**src/rtl/krt_pkg.sv**
```systemverilog
`default_nettype none

package krt_pkg;

    localparam int CAPACITY_DEF = 64;

    localparam logic [3:0] OP_ADD      = 4'd0;
    localparam logic [3:0] OP_FIND     = 4'd1;
    localparam logic [3:0] OP_CAPTURE  = 4'd2;
    localparam logic [3:0] OP_RESTORE  = 4'd3;
    localparam logic [3:0] OP_MODIFY   = 4'd4;
    localparam logic [3:0] OP_STATS    = 4'd5;
    localparam logic [3:0] OP_LIST_VAL = 4'd6;
    localparam logic [3:0] OP_LIST_POS = 4'd7;
    localparam logic [3:0] OP_LIST_ACT = 4'd8;

    localparam logic [1:0] ST_OK        = 2'd0;
    localparam logic [1:0] ST_NOT_FOUND = 2'd1;
    localparam logic [1:0] ST_FULL      = 2'd2;
    localparam logic [1:0] ST_EMPTY     = 2'd3;

    typedef struct packed {
        logic [3:0] operation;
        logic [7:0] row;
        logic [7:0] col;
        logic [7:0] new_row;
        logic [7:0] new_col;
        logic [2:0] kind_number;
        logic [7:0] color_code;
    } t_in;

    typedef struct packed {
        logic [1:0] status;
        logic [7:0] rec_row;
        logic [7:0] rec_col;
        logic [2:0] rec_kind;
        logic [7:0] rec_color;
        logic [6:0] rec_value;
        logic       rec_active;
        logic [6:0] total_count;
        logic [6:0] active_count;
        logic [6:0] captured_count;
        logic       last;
    } t_out;

    typedef struct packed {
        logic [7:0] row;
        logic [7:0] col;
        logic [2:0] kind;
        logic [7:0] color;
        logic [6:0] value;
        logic       active;
    } t_rec;

    localparam int REC_W = $bits(t_rec);

    typedef enum logic [2:0] {
        RES_ADD,
        RES_FULL,
        RES_NOT_FOUND,
        RES_EMPTY,
        RES_REC,
        RES_STATS,
        RES_BEST,
        RES_CUR
    } t_res;

    typedef struct packed {
        logic load;
        logic start;
        logic eval;
        logic count;
        logic add;
        logic modify;
        logic set_res;
        t_res res;
        logic emit;
        logic emit_list;
    } t_cmd;

    typedef struct packed {
        logic [3:0] op;
        logic       full;
        logic       empty;
        logic       scan_done;
        logic       found;
        logic       act_zero;
        logic       cur_active;
        logic       last_item;
        logic       out_free;
    } t_sts;

    function automatic logic [2:0] kind_code(input logic [2:0] k);
        return (k >= 3'd1 && k <= 3'd6) ? k : 3'd0;
    endfunction

    function automatic logic [6:0] kind_value(input logic [2:0] k);
        case (k)
            3'd1:    return 7'd1;
            3'd2:    return 7'd5;
            3'd3:    return 7'd3;
            3'd4:    return 7'd3;
            3'd5:    return 7'd9;
            3'd6:    return 7'd100;
            default: return 7'd0;
        endcase
    endfunction

endpackage

`default_nettype wire

```
**src/rtl/krt_ram.sv**
```systemverilog
`default_nettype none

module krt_ram #(
    parameter  int Width = 35,
    parameter  int Depth = 64,
    localparam int AW    = $clog2(Depth)
) (
    input  wire logic             i_clk,
    input  wire logic             i_we,
    input  wire logic [AW-1:0]    i_waddr,
    input  wire logic [Width-1:0] i_wdata,
    input  wire logic [AW-1:0]    i_raddr,
    output logic      [Width-1:0] o_rdata
);

    logic [Width-1:0] r_mem [Depth];
    logic [Width-1:0] r_rdata;

    always_ff @(posedge i_clk) begin
        if (i_we) begin
            r_mem[i_waddr] <= i_wdata;
        end
        r_rdata <= r_mem[i_raddr];
    end

    assign o_rdata = r_rdata;

endmodule

`default_nettype wire

```
**src/rtl/krt_ctrl.sv**
```systemverilog
`default_nettype none

module krt_ctrl
    import krt_pkg::*;
(
    input  wire logic i_clk,
    input  wire logic i_rst_n,
    input  wire logic i_in_valid,
    output logic      o_in_ready,
    input  wire t_sts i_sts,
    output t_cmd      o_cmd
);

    typedef enum logic [2:0] {
        S_IDLE,
        S_DISP,
        S_RD,
        S_EV,
        S_DONE,
        S_EMIT,
        S_EMIT_L
    } t_state;

    t_state r_state, n_state;
    logic   r_pass, n_pass;

    always_comb begin
        n_state = r_state;
        n_pass  = r_pass;
        o_cmd   = '0;
        o_cmd.res = RES_ADD;
        unique case (r_state)
            S_IDLE: begin
                if (i_in_valid) begin
                    o_cmd.load = 1'b1;
                    n_state    = S_DISP;
                end
            end
            S_DISP: begin
                n_pass = 1'b0;
                case (i_sts.op) inside
                    OP_ADD: begin
                        o_cmd.set_res = 1'b1;
                        if (i_sts.full) begin
                            o_cmd.res = RES_FULL;
                        end else begin
                            o_cmd.add = 1'b1;
                            o_cmd.res = RES_ADD;
                        end
                        n_state = S_EMIT;
                    end
                    OP_FIND, OP_CAPTURE, OP_RESTORE, OP_MODIFY, OP_STATS,
                    OP_LIST_VAL, OP_LIST_POS, OP_LIST_ACT: begin
                        o_cmd.start = 1'b1;
                        n_state     = S_RD;
                    end
                    default: n_state = S_IDLE;
                endcase
            end
            S_RD: begin
                n_state = i_sts.scan_done ? S_DONE : S_EV;
            end
            S_EV: begin
                o_cmd.eval  = 1'b1;
                o_cmd.count = !r_pass;
                if (r_pass && i_sts.cur_active) begin
                    o_cmd.set_res = 1'b1;
                    o_cmd.res     = RES_CUR;
                    n_state       = S_EMIT_L;
                end else begin
                    n_state = S_RD;
                end
            end
            S_DONE: begin
                o_cmd.set_res = 1'b1;
                n_state       = S_EMIT;
                case (i_sts.op) inside
                    OP_FIND: begin
                        o_cmd.res = i_sts.found ? RES_REC : RES_NOT_FOUND;
                    end
                    OP_CAPTURE, OP_RESTORE, OP_MODIFY: begin
                        o_cmd.modify = i_sts.found;
                        o_cmd.res    = i_sts.found ? RES_REC : RES_NOT_FOUND;
                    end
                    OP_STATS: o_cmd.res = RES_STATS;
                    OP_LIST_VAL, OP_LIST_POS: begin
                        if (i_sts.empty) begin
                            o_cmd.res = RES_EMPTY;
                        end else begin
                            o_cmd.res = RES_BEST;
                            n_state   = S_EMIT_L;
                        end
                    end
                    default: begin
                        if (r_pass) begin
                            o_cmd.set_res = 1'b0;
                            n_state       = S_IDLE;
                        end else if (i_sts.act_zero) begin
                            o_cmd.res = RES_EMPTY;
                        end else begin
                            o_cmd.set_res = 1'b0;
                            o_cmd.start   = 1'b1;
                            n_pass        = 1'b1;
                            n_state       = S_RD;
                        end
                    end
                endcase
            end
            S_EMIT: begin
                if (i_sts.out_free) begin
                    o_cmd.emit = 1'b1;
                    n_state    = S_IDLE;
                end
            end
            S_EMIT_L: begin
                if (i_sts.out_free) begin
                    o_cmd.emit      = 1'b1;
                    o_cmd.emit_list = 1'b1;
                    if (i_sts.op == OP_LIST_ACT) begin
                        n_state = S_RD;
                    end else if (i_sts.last_item) begin
                        n_state = S_IDLE;
                    end else begin
                        o_cmd.start = 1'b1;
                        n_state     = S_RD;
                    end
                end
            end
            default: n_state = S_IDLE;
        endcase
    end

    always_ff @(posedge i_clk) begin
        if (!i_rst_n) begin
            r_state <= S_IDLE;
            r_pass  <= 1'b0;
        end else begin
            r_state <= n_state;
            r_pass  <= n_pass;
        end
    end

    assign o_in_ready = (r_state == S_IDLE);

endmodule

`default_nettype wire

```
**src/rtl/krt_dp.sv**
```systemverilog
`default_nettype none

module krt_dp
    import krt_pkg::*;
#(
    parameter int Capacity = CAPACITY_DEF
) (
    input  wire logic i_clk,
    input  wire logic i_rst_n,
    input  wire t_in  i_in_data,
    input  wire logic i_out_ready,
    output logic      o_out_valid,
    output t_out      o_out_data,
    input  wire t_cmd i_cmd,
    output t_sts      o_sts
);

    localparam int IW = $clog2(Capacity);
    localparam int CW = $clog2(Capacity + 1);
    localparam int KW = 16 + IW;

    t_in            r_in;
    logic [CW-1:0]  r_cnt, r_idx, r_act, r_emitted;
    logic           r_found, r_have_best, r_have_last;
    logic [IW-1:0]  r_fidx;
    t_rec           r_rec, r_best;
    logic [KW-1:0]  r_best_key, r_last_key;
    t_out           r_res, r_out;
    logic           r_ovalid;

    logic [REC_W-1:0] ram_rdata;
    t_rec             cur, upd, new_rec;
    logic             match, cand, ram_we, out_free;
    logic [KW-1:0]    key_cur;
    logic [IW-1:0]    ram_waddr;
    logic [CW-1:0]    total;
    logic [CW:0]      em1;
    t_out             res;

    krt_ram #(.Width(REC_W), .Depth(Capacity)) u_ram (
        .i_clk   (i_clk),
        .i_we    (ram_we),
        .i_waddr (ram_waddr),
        .i_wdata (i_cmd.add ? new_rec : upd),
        .i_raddr (r_idx[IW-1:0]),
        .o_rdata (ram_rdata)
    );

    always_comb begin
        cur   = t_rec'(ram_rdata);
        match = (cur.row == r_in.row) && (cur.col == r_in.col);
        if (r_in.operation == OP_LIST_VAL) begin
            key_cur = {9'd0, ~cur.value, r_idx[IW-1:0]};
        end else begin
            key_cur = {cur.row, cur.col, r_idx[IW-1:0]};
        end
        cand = (!r_have_last || key_cur > r_last_key)
            && (!r_have_best || key_cur < r_best_key);

        new_rec.row    = r_in.row;
        new_rec.col    = r_in.col;
        new_rec.kind   = kind_code(r_in.kind_number);
        new_rec.color  = r_in.color_code;
        new_rec.value  = kind_value(r_in.kind_number);
        new_rec.active = 1'b1;

        upd = r_rec;
        case (r_in.operation)
            OP_CAPTURE: upd.active = 1'b0;
            OP_RESTORE: upd.active = 1'b1;
            OP_MODIFY: begin
                upd.row   = r_in.new_row;
                upd.col   = r_in.new_col;
                upd.color = r_in.color_code;
            end
            default: upd = r_rec;
        endcase

        ram_we    = i_cmd.add || i_cmd.modify;
        ram_waddr = i_cmd.add ? r_cnt[IW-1:0] : r_fidx;

        total = (r_in.operation == OP_LIST_ACT) ? r_act : r_cnt;
        em1   = {1'b0, r_emitted} + (CW+1)'(1);

        res = '0;
        res.status = ST_OK;
        res.last   = 1'b1;
        case (i_cmd.res)
            RES_ADD: {res.rec_row, res.rec_col, res.rec_kind, res.rec_color,
                      res.rec_value, res.rec_active} = new_rec;
            RES_FULL:      res.status = ST_FULL;
            RES_NOT_FOUND: res.status = ST_NOT_FOUND;
            RES_EMPTY:     res.status = ST_EMPTY;
            RES_REC: {res.rec_row, res.rec_col, res.rec_kind, res.rec_color,
                      res.rec_value, res.rec_active} = upd;
            RES_STATS: begin
                res.total_count    = 7'(r_cnt);
                res.active_count   = 7'(r_act);
                res.captured_count = 7'(r_cnt - r_act);
            end
            RES_BEST: begin
                {res.rec_row, res.rec_col, res.rec_kind, res.rec_color,
                 res.rec_value, res.rec_active} = r_best;
                res.last = (em1 == {1'b0, total});
            end
            default: begin
                {res.rec_row, res.rec_col, res.rec_kind, res.rec_color,
                 res.rec_value, res.rec_active} = cur;
                res.last = (em1 == {1'b0, total});
            end
        endcase

        out_free = !r_ovalid || i_out_ready;
    end

    always_ff @(posedge i_clk) begin
        if (i_cmd.load) begin
            r_in        <= i_in_data;
            r_act       <= '0;
            r_found     <= 1'b0;
            r_emitted   <= '0;
            r_have_last <= 1'b0;
        end
        if (i_cmd.start) begin
            r_idx       <= '0;
            r_have_best <= 1'b0;
        end
        if (i_cmd.eval) begin
            r_idx <= r_idx + CW'(1);
            if (i_cmd.count && cur.active) begin
                r_act <= r_act + CW'(1);
            end
            if (match && !r_found) begin
                r_found <= 1'b1;
                r_fidx  <= r_idx[IW-1:0];
                r_rec   <= cur;
            end
            if (cand) begin
                r_best_key  <= key_cur;
                r_best      <= cur;
                r_have_best <= 1'b1;
            end
        end
        if (i_cmd.set_res) begin
            r_res <= res;
        end
        if (i_cmd.emit_list) begin
            r_emitted   <= r_emitted + CW'(1);
            r_last_key  <= r_best_key;
            r_have_last <= 1'b1;
        end
        if (i_cmd.emit) begin
            r_out <= r_res;
        end
    end

    always_ff @(posedge i_clk) begin
        if (!i_rst_n) begin
            r_cnt    <= '0;
            r_ovalid <= 1'b0;
        end else begin
            if (i_cmd.add) begin
                r_cnt <= r_cnt + CW'(1);
            end
            if (i_cmd.emit) begin
                r_ovalid <= 1'b1;
            end else if (i_out_ready) begin
                r_ovalid <= 1'b0;
            end
        end
    end

    always_comb begin
        o_sts.op         = r_in.operation;
        o_sts.full       = (r_cnt == CW'(Capacity));
        o_sts.empty      = (r_cnt == '0);
        o_sts.scan_done  = (r_idx == r_cnt);
        o_sts.found      = r_found;
        o_sts.act_zero   = (r_act == '0);
        o_sts.cur_active = cur.active;
        o_sts.last_item  = (em1 == {1'b0, total});
        o_sts.out_free   = out_free;
    end

    assign o_out_valid = r_ovalid;
    assign o_out_data  = r_out;

    a_cnt_bound: assert property (@(posedge i_clk) disable iff (!i_rst_n)
        r_cnt <= CW'(Capacity))
        else $error("record count beyond capacity");

    a_add_step: assert property (@(posedge i_clk) disable iff (!i_rst_n)
        i_cmd.add |=> r_cnt == $past(r_cnt) + CW'(1))
        else $error("add did not advance record count");

    a_err_last: assert property (@(posedge i_clk) disable iff (!i_rst_n)
        r_ovalid && r_out.status != ST_OK |-> r_out.last)
        else $error("error beat without last");

    a_emit_free: assert property (@(posedge i_clk) disable iff (!i_rst_n)
        i_cmd.emit |-> out_free)
        else $error("beat overwritten while held");

endmodule

`default_nettype wire

```
**src/rtl/keyed_record_table.sv**
```systemverilog
// channel | valid      | ready       | payload
// input   | i_in_valid | o_in_ready  | i_in_data  (t_in)
// output  | o_out_valid| i_out_ready | o_out_data (t_out)
//
// add completes without a scan; find, capture, restore, modify and stats scan every
// stored record, one entry at a time through the single read port of the record ram
// sorted listings run one full pass per beat; the active listing counts active records
// in one pass, then emits them in a second pass (an empty status when none are active)
// reset clears the record count and the output valid flag; the ram holds no reset contents
// the input is taken only between operations; a stalled output beat holds the sequencer

`default_nettype none

module keyed_record_table
    import krt_pkg::*;
#(
    parameter int CAPACITY = CAPACITY_DEF
) (
    input  wire logic i_clk,
    input  wire logic i_rst_n,
    input  wire logic i_in_valid,
    output logic      o_in_ready,
    input  wire t_in  i_in_data,
    output logic      o_out_valid,
    input  wire logic i_out_ready,
    output t_out      o_out_data
);

    t_cmd cmd;
    t_sts sts;

    krt_ctrl u_ctrl (
        .i_clk      (i_clk),
        .i_rst_n    (i_rst_n),
        .i_in_valid (i_in_valid),
        .o_in_ready (o_in_ready),
        .i_sts      (sts),
        .o_cmd      (cmd)
    );

    krt_dp #(.Capacity(CAPACITY)) u_dp (
        .i_clk       (i_clk),
        .i_rst_n     (i_rst_n),
        .i_in_data   (i_in_data),
        .i_out_ready (i_out_ready),
        .o_out_valid (o_out_valid),
        .o_out_data  (o_out_data),
        .i_cmd       (cmd),
        .o_sts       (sts)
    );

endmodule

`default_nettype wire
```
**config.mk**
```make
export PLATFORM = sky130hd
export DESIGN_NAME = keyed_record_table
export DESIGN_NICKNAME = d
export VERILOG_FILES = /design/src/rtl/krt_pkg.sv /design/src/rtl/krt_ram.sv /design/src/rtl/krt_ctrl.sv /design/src/rtl/krt_dp.sv /design/src/rtl/keyed_record_table.sv
export SDC_FILE = /design/constraint.sdc
export NUM_CORES = 2
export LEC_CHECK = 0
export BUFFER_PORTS_ARGS = -buffer_cell sky130_fd_sc_hd__clkbuf_2
export CELL_PAD_IN_SITES_DETAIL_PLACEMENT = 1
export CELL_PAD_IN_SITES_GLOBAL_PLACEMENT = 1
export CORE_AREA = 2 2 446 448
export CTS_CLUSTER_DIAMETER = 30
export DETAILED_ROUTE_END_ITERATION = 8
export DIE_AREA = 0 0 448 450
export MAX_ROUTING_LAYER = met4
export PLACE_DENSITY_LB_ADDON = 0.1
export SLEW_MARGIN = 25
export SYNTH_ARGS = -nofsm -noshare
export SYNTH_HDL_FRONTEND = slang
export SYNTH_SLANG_ARGS = --single-unit
```
**constraint.sdc**
```tcl
create_clock -name i_clk -period 6.65 [get_ports i_clk]
set_input_delay 0.665 -clock i_clk [delete_from_list [all_inputs] [get_ports i_clk]]
set_output_delay 0.665 -clock i_clk [all_outputs]
set_load 0.03 [all_outputs]
```
==> flow_results.xml <==
<?xml version="1.0" encoding="UTF-8"?>
<metrics>
  <group name="layout">
    <metric name="finish.net_count" unit="">5091</metric>
    <metric name="n_fill_cell" unit="">15700</metric>
    <metric name="final_cell_mix" unit="">2539 x sky130_fd_sc_hd__edfxtp_1, 735 x sky130_fd_sc_hd__mux4_2, 568 x sky130_fd_sc_hd__clkbuf_16, 134 x sky130_fd_sc_hd__buf_4, 111 x sky130_fd_sc_hd__clkbuf_2</metric>
    <metric name="seqCellArea" unit="um2">77400</metric>
    <metric name="layout.cells.non_filler" unit="">8057</metric>
    <metric name="layout-area-overhead-vs-synth" unit="%">23.9</metric>
    <metric name="fraction_of_layout_instances_using_a_drive_strength_above_1" unit="%">36.4</metric>
    <metric name="postLayoutCoreUtil" unit="%">63.0</metric>
    <metric name="multi_input_comb_area" unit="um2">22200</metric>
    <metric name="layout.cells.most_common" unit="">sky130_fd_sc_hd__edfxtp_1</metric>
  </group>
  <group name="place">
    <metric name="place_worst_setup_slack" unit="ns">1.92</metric>
    <metric name="dp.final_hpwl" unit="um">170000</metric>
    <metric name="port-buffer-count" unit="">111</metric>
    <metric name="place_congestion" unit="">0.826</metric>
    <metric name="place_inst" unit="">7026</metric>
  </group>
  <group name="global_route">
    <metric name="antenna_found_initial" unit="">30</metric>
    <metric name="first_global_vias" unit="">52200</metric>
    <metric name="grt_util_all_layers" unit="%">28.9</metric>
    <metric name="maximum_number_of_pins_on_one_net_before_global_route_repair" unit="">122</metric>
    <metric name="grt_first_pass_wirelength" unit="um">396000</metric>
    <metric name="grt_overflow" unit="">0</metric>
  </group>
  <group name="timing">
    <metric name="slew_viols_final" unit="">0</metric>
    <metric name="max-slew-margin-rel" unit="%">26.2</metric>
    <metric name="post-route-worst-setup-slack" unit="ns">1.77</metric>
    <metric name="setup-violations-final" unit="">0</metric>
    <metric name="max_slew.worst_pin.slew" unit="ns">1.11</metric>
    <metric name="timing.fmax" unit="GHz">0.205</metric>
    <metric name="final.period_utilization" unit="%">73.4</metric>
    <metric name="holdWs" unit="ns">0.0748</metric>
    <metric name="period_needed" unit="ns">4.88</metric>
    <metric name="fin_skew" unit="ns">0.0495</metric>
    <metric name="finalHoldViolations" unit="">0</metric>
    <metric name="setup_tns" unit="ns">0</metric>
    <metric name="grt_setup_unrepaired" unit="">no</metric>
  </group>
  <group name="synth">
    <metric name="synth_edf_count" unit="">2539</metric>
    <metric name="synth_sequential_area_ratio" unit="%">77.4</metric>
    <metric name="number_of_flip_flops_and_latches_in_the_synthesized_netlist" unit="">2596</metric>
    <metric name="async_reset_ff_share" unit="%">0</metric>
    <metric name="netlist_instances" unit="">4330</metric>
    <metric name="synthesis.area" unit="um2">99900</metric>
    <metric name="synthFlopType" unit="">sky130_fd_sc_hd__edfxtp_1</metric>
    <metric name="syn_nets" unit="">4437</metric>
    <metric name="post_synth_num_cell_types" unit="">69</metric>
    <metric name="syn_avg_cell_area" unit="um2">23.1</metric>
    <metric name="synth-warning-count" unit="">0</metric>
  </group>
  <group name="power">
    <metric name="power_density" unit="nW/um2">382</metric>
    <metric name="static_leakage" unit="uW">0.0404</metric>
    <metric name="worst_ir_drop_vdd" unit="mV">0.329</metric>
  </group>
  <group name="clocking">
    <metric name="cts.path.max_buffers" unit="">4</metric>
    <metric name="cts_buffers" unit="">551</metric>
    <metric name="clock_tree_from_tritoncts" unit="">yes</metric>
    <metric name="insertion_delay" unit="ns">0.95</metric>
    <metric name="ctsResizeCount" unit="">0</metric>
    <metric name="cts.reportedPaths.clkPinSlew" unit="ns">0.05</metric>
    <metric name="htreeDepth" unit="">6</metric>
    <metric name="cts_root_buf" unit="">sky130_fd_sc_hd__clkbuf_16</metric>
    <metric name="cts_sinks" unit="">2596</metric>
  </group>
  <group name="setup_path">
    <metric name="crit_path_start_kind" unit="">register</metric>
    <metric name="worst_setup_path_end_kind" unit="">register</metric>
    <metric name="setup.worst_path.class" unit="">reg -&gt; reg</metric>
    <metric name="r2r_slack" unit="ns">1.77</metric>
    <metric name="r2r-end" unit="">u_dp.u_ram.r_mem[40][21]</metric>
    <metric name="worst-r2r-cell-count" unit="">7</metric>
    <metric name="rr_startpoint" unit="">u_dp.o_sts[9]</metric>
    <metric name="required" unit="ns">7.27</metric>
    <metric name="timing.critical_path.fanout_max" unit="">26</metric>
    <metric name="worstPathArrival" unit="ns">5.50</metric>
  </group>
  <group name="floorplanning">
    <metric name="chipWidth" unit="um">448</metric>
    <metric name="rows" unit="">163</metric>
    <metric name="die_h" unit="um">450</metric>
    <metric name="io-pin-count" unit="">112</metric>
    <metric name="initial_utilization" unit="%">50.8</metric>
    <metric name="core_area" unit="um2">197000</metric>
    <metric name="die-area" unit="um2">202000</metric>
  </group>
  <group name="route">
    <metric name="drt-wirelength-per-cell" unit="um">34.4</metric>
    <metric name="num_vias" unit="">49200</metric>
    <metric name="drcViolationCount" unit="">0</metric>
    <metric name="routed_wirelength" unit="um">277000</metric>
    <metric name="final_antenna_net_count" unit="">0</metric>
    <metric name="detail_route.iter0.violations" unit="">5345</metric>
    <metric name="detail_routed_via_count_per_cell" unit="">6.10</metric>
    <metric name="drt_first_pass_iters" unit="">6</metric>
  </group>
  <group name="outcome">
    <metric name="run_status" unit="">completed</metric>
  </group>
  <group name="min_path">
    <metric name="timing.hold.worst_path_depth" unit="">1</metric>
    <metric name="worstHoldEndpoint" unit="">u_dp.o_sts[9]</metric>
    <metric name="hold_path.class" unit="">in -&gt; reg</metric>
    <metric name="hold_start" unit="">i_in_data[44]</metric>
  </group>
  <group name="job">
    <metric name="cap_violations" unit="">0</metric>
  </group>
</metrics>
-- worst max path at each step --
stage	startpoint	end	slack [ns]	cells past startpoint
after floorplan	u_dp.o_sts[11]	u_dp.r_best[0]	0.39	12
after global placement	u_dp.o_sts[9]	u_dp.u_ram.r_mem[34][34]	1.95	7
after detailed placement	u_dp.o_sts[9]	u_dp.u_ram.r_mem[34][15]	1.92	7
after CTS	u_dp.o_sts[9]	u_dp.u_ram.r_mem[34][34]	1.84	7
after global routing	u_dp.o_sts[9]	u_dp.u_ram.r_mem[42][6]	1.51	7
final	u_dp.o_sts[9]	u_dp.u_ram.r_mem[40][21]	1.77	7
-- cells by family (layout without fill, tap and decap cells) --
kind of cell	after synthesis	after routing	share of synthesized area [%]
flip-flops	2596	2596	77.4
adder cells (fa/ha/maj)	56	56	0.709
buffers and inverters	266	1340	1.16
AND/OR/NAND/NOR	369	369	1.77
XOR/XNOR	49	49	0.429
multiplexers	792	792	17.2
AO/OA/AOI/OAI	202	202	1.33
other	0	13	0
-- where the power goes --
| part | leakage, uW | total (uW) | switching, uW | internal (uW) |
|---|---|---|---|---|
| combinational | 0.00830 | 2140 | 1270 | 872 |
| clock | 0.00877 | 26800 | 8620 | 18200 |
| sequential | 0.0233 | 18300 | 237 | 18100 |
-- repair_timing --
item                                   in CTS  in global routing
buffers inserted                            0                  0
hold buffers                               43                  0
endpoints found under the hold margin      43                  0
-- final cells by class --
cell class	count	share of cell area (%)
clock inverter	337	2.96
inverter	57	0.173
multi-input combinational	1468	18.0
antenna	13	0.0263
clock buffer	636	11.7
sequential	2596	62.5
timing repair buffer	310	1.99
tap	2640	2.67
-- worst max-delay path: stages (launching register included) --
cell and delay (ns):
sky130_fd_sc_hd__edfxtp_1 0.56, sky130_fd_sc_hd__nor4_1 0.44, sky130_fd_sc_hd__and2_1 0.52, sky130_fd_sc_hd__nand2_1 0.20, sky130_fd_sc_hd__o21ai_0 0.78, sky130_fd_sc_hd__nand2_1 0.76
sky130_fd_sc_hd__nor2_4 0.98, sky130_fd_sc_hd__buf_4 0.29
-- cell usage after synthesis (15+ instances only) --
master	number	share of area, %
sky130_fd_sc_hd__a21oi_1	60	0.30
sky130_fd_sc_hd__a22oi_1	28	0.21
sky130_fd_sc_hd__and2_1	15	0.094
sky130_fd_sc_hd__buf_1	18	0.068
sky130_fd_sc_hd__buf_2	73	0.37
sky130_fd_sc_hd__clkbuf_1	105	0.39
sky130_fd_sc_hd__dfxtp_1	57	1.1
sky130_fd_sc_hd__edfxtp_1	2539	76
sky130_fd_sc_hd__ha_1	55	0.69
sky130_fd_sc_hd__inv_1	56	0.21
sky130_fd_sc_hd__mux2_2	16	0.18
sky130_fd_sc_hd__mux2i_1	41	0.41
sky130_fd_sc_hd__mux4_2	735	17
sky130_fd_sc_hd__nand2_1	66	0.25
sky130_fd_sc_hd__nand3_1	26	0.13
sky130_fd_sc_hd__nor2_1	157	0.59
sky130_fd_sc_hd__nor2b_1	21	0.13
sky130_fd_sc_hd__o21ai_0	29	0.15
sky130_fd_sc_hd__xnor2_1	21	0.18
sky130_fd_sc_hd__xor2_1	28	0.25
-- state kept, by name, summed over array words and instances (netlist names), 3 cells and up --
name                flops
u_dp.r_last_key        22
u_dp.u_ram.o_rdata     35
u_dp.r_rec             35
u_dp.r_in              19
u_ctrl.r_state          3
u_dp.o_out_data        59
u_dp.r_act              7
u_dp.u_ram.r_mem     2240
u_dp.r_cnt              7
u_dp.o_sts              4
u_dp.new_rec           24
u_dp.r_fidx             6
u_dp.r_best_key        22
u_dp.r_res             59
u_dp.r_emitted          7
u_dp.r_idx              7
u_dp.r_best            35
-- stage by stage --
step / total power, uW / instance area, um2
2_1_floorplan: 19700 / 99900
3_3_place_gp: 20700 / 105000
3_5_place_dp: 20700 / 105000
4_1_cts: 47500 / 124000
5_1_grt: 48400 / 124000
6_report: 47200 / 124000
-- routing by layer --
layer / routed length (um) / GRT usage (%) / part of all wire (%) / vias up
li1: - / - / - / 19900
met1: 111000 / 38.7 / 40 / 26600
met2: 139000 / 45.4 / 50 / 2160
met3: 19900 / 5.50 / 7.2 / 435
met4: 7270 / 8.63 / 2.6 / 0
met5: 0 / - / 0 / -
No activity file was read; power rests on OpenSTA's default activity.
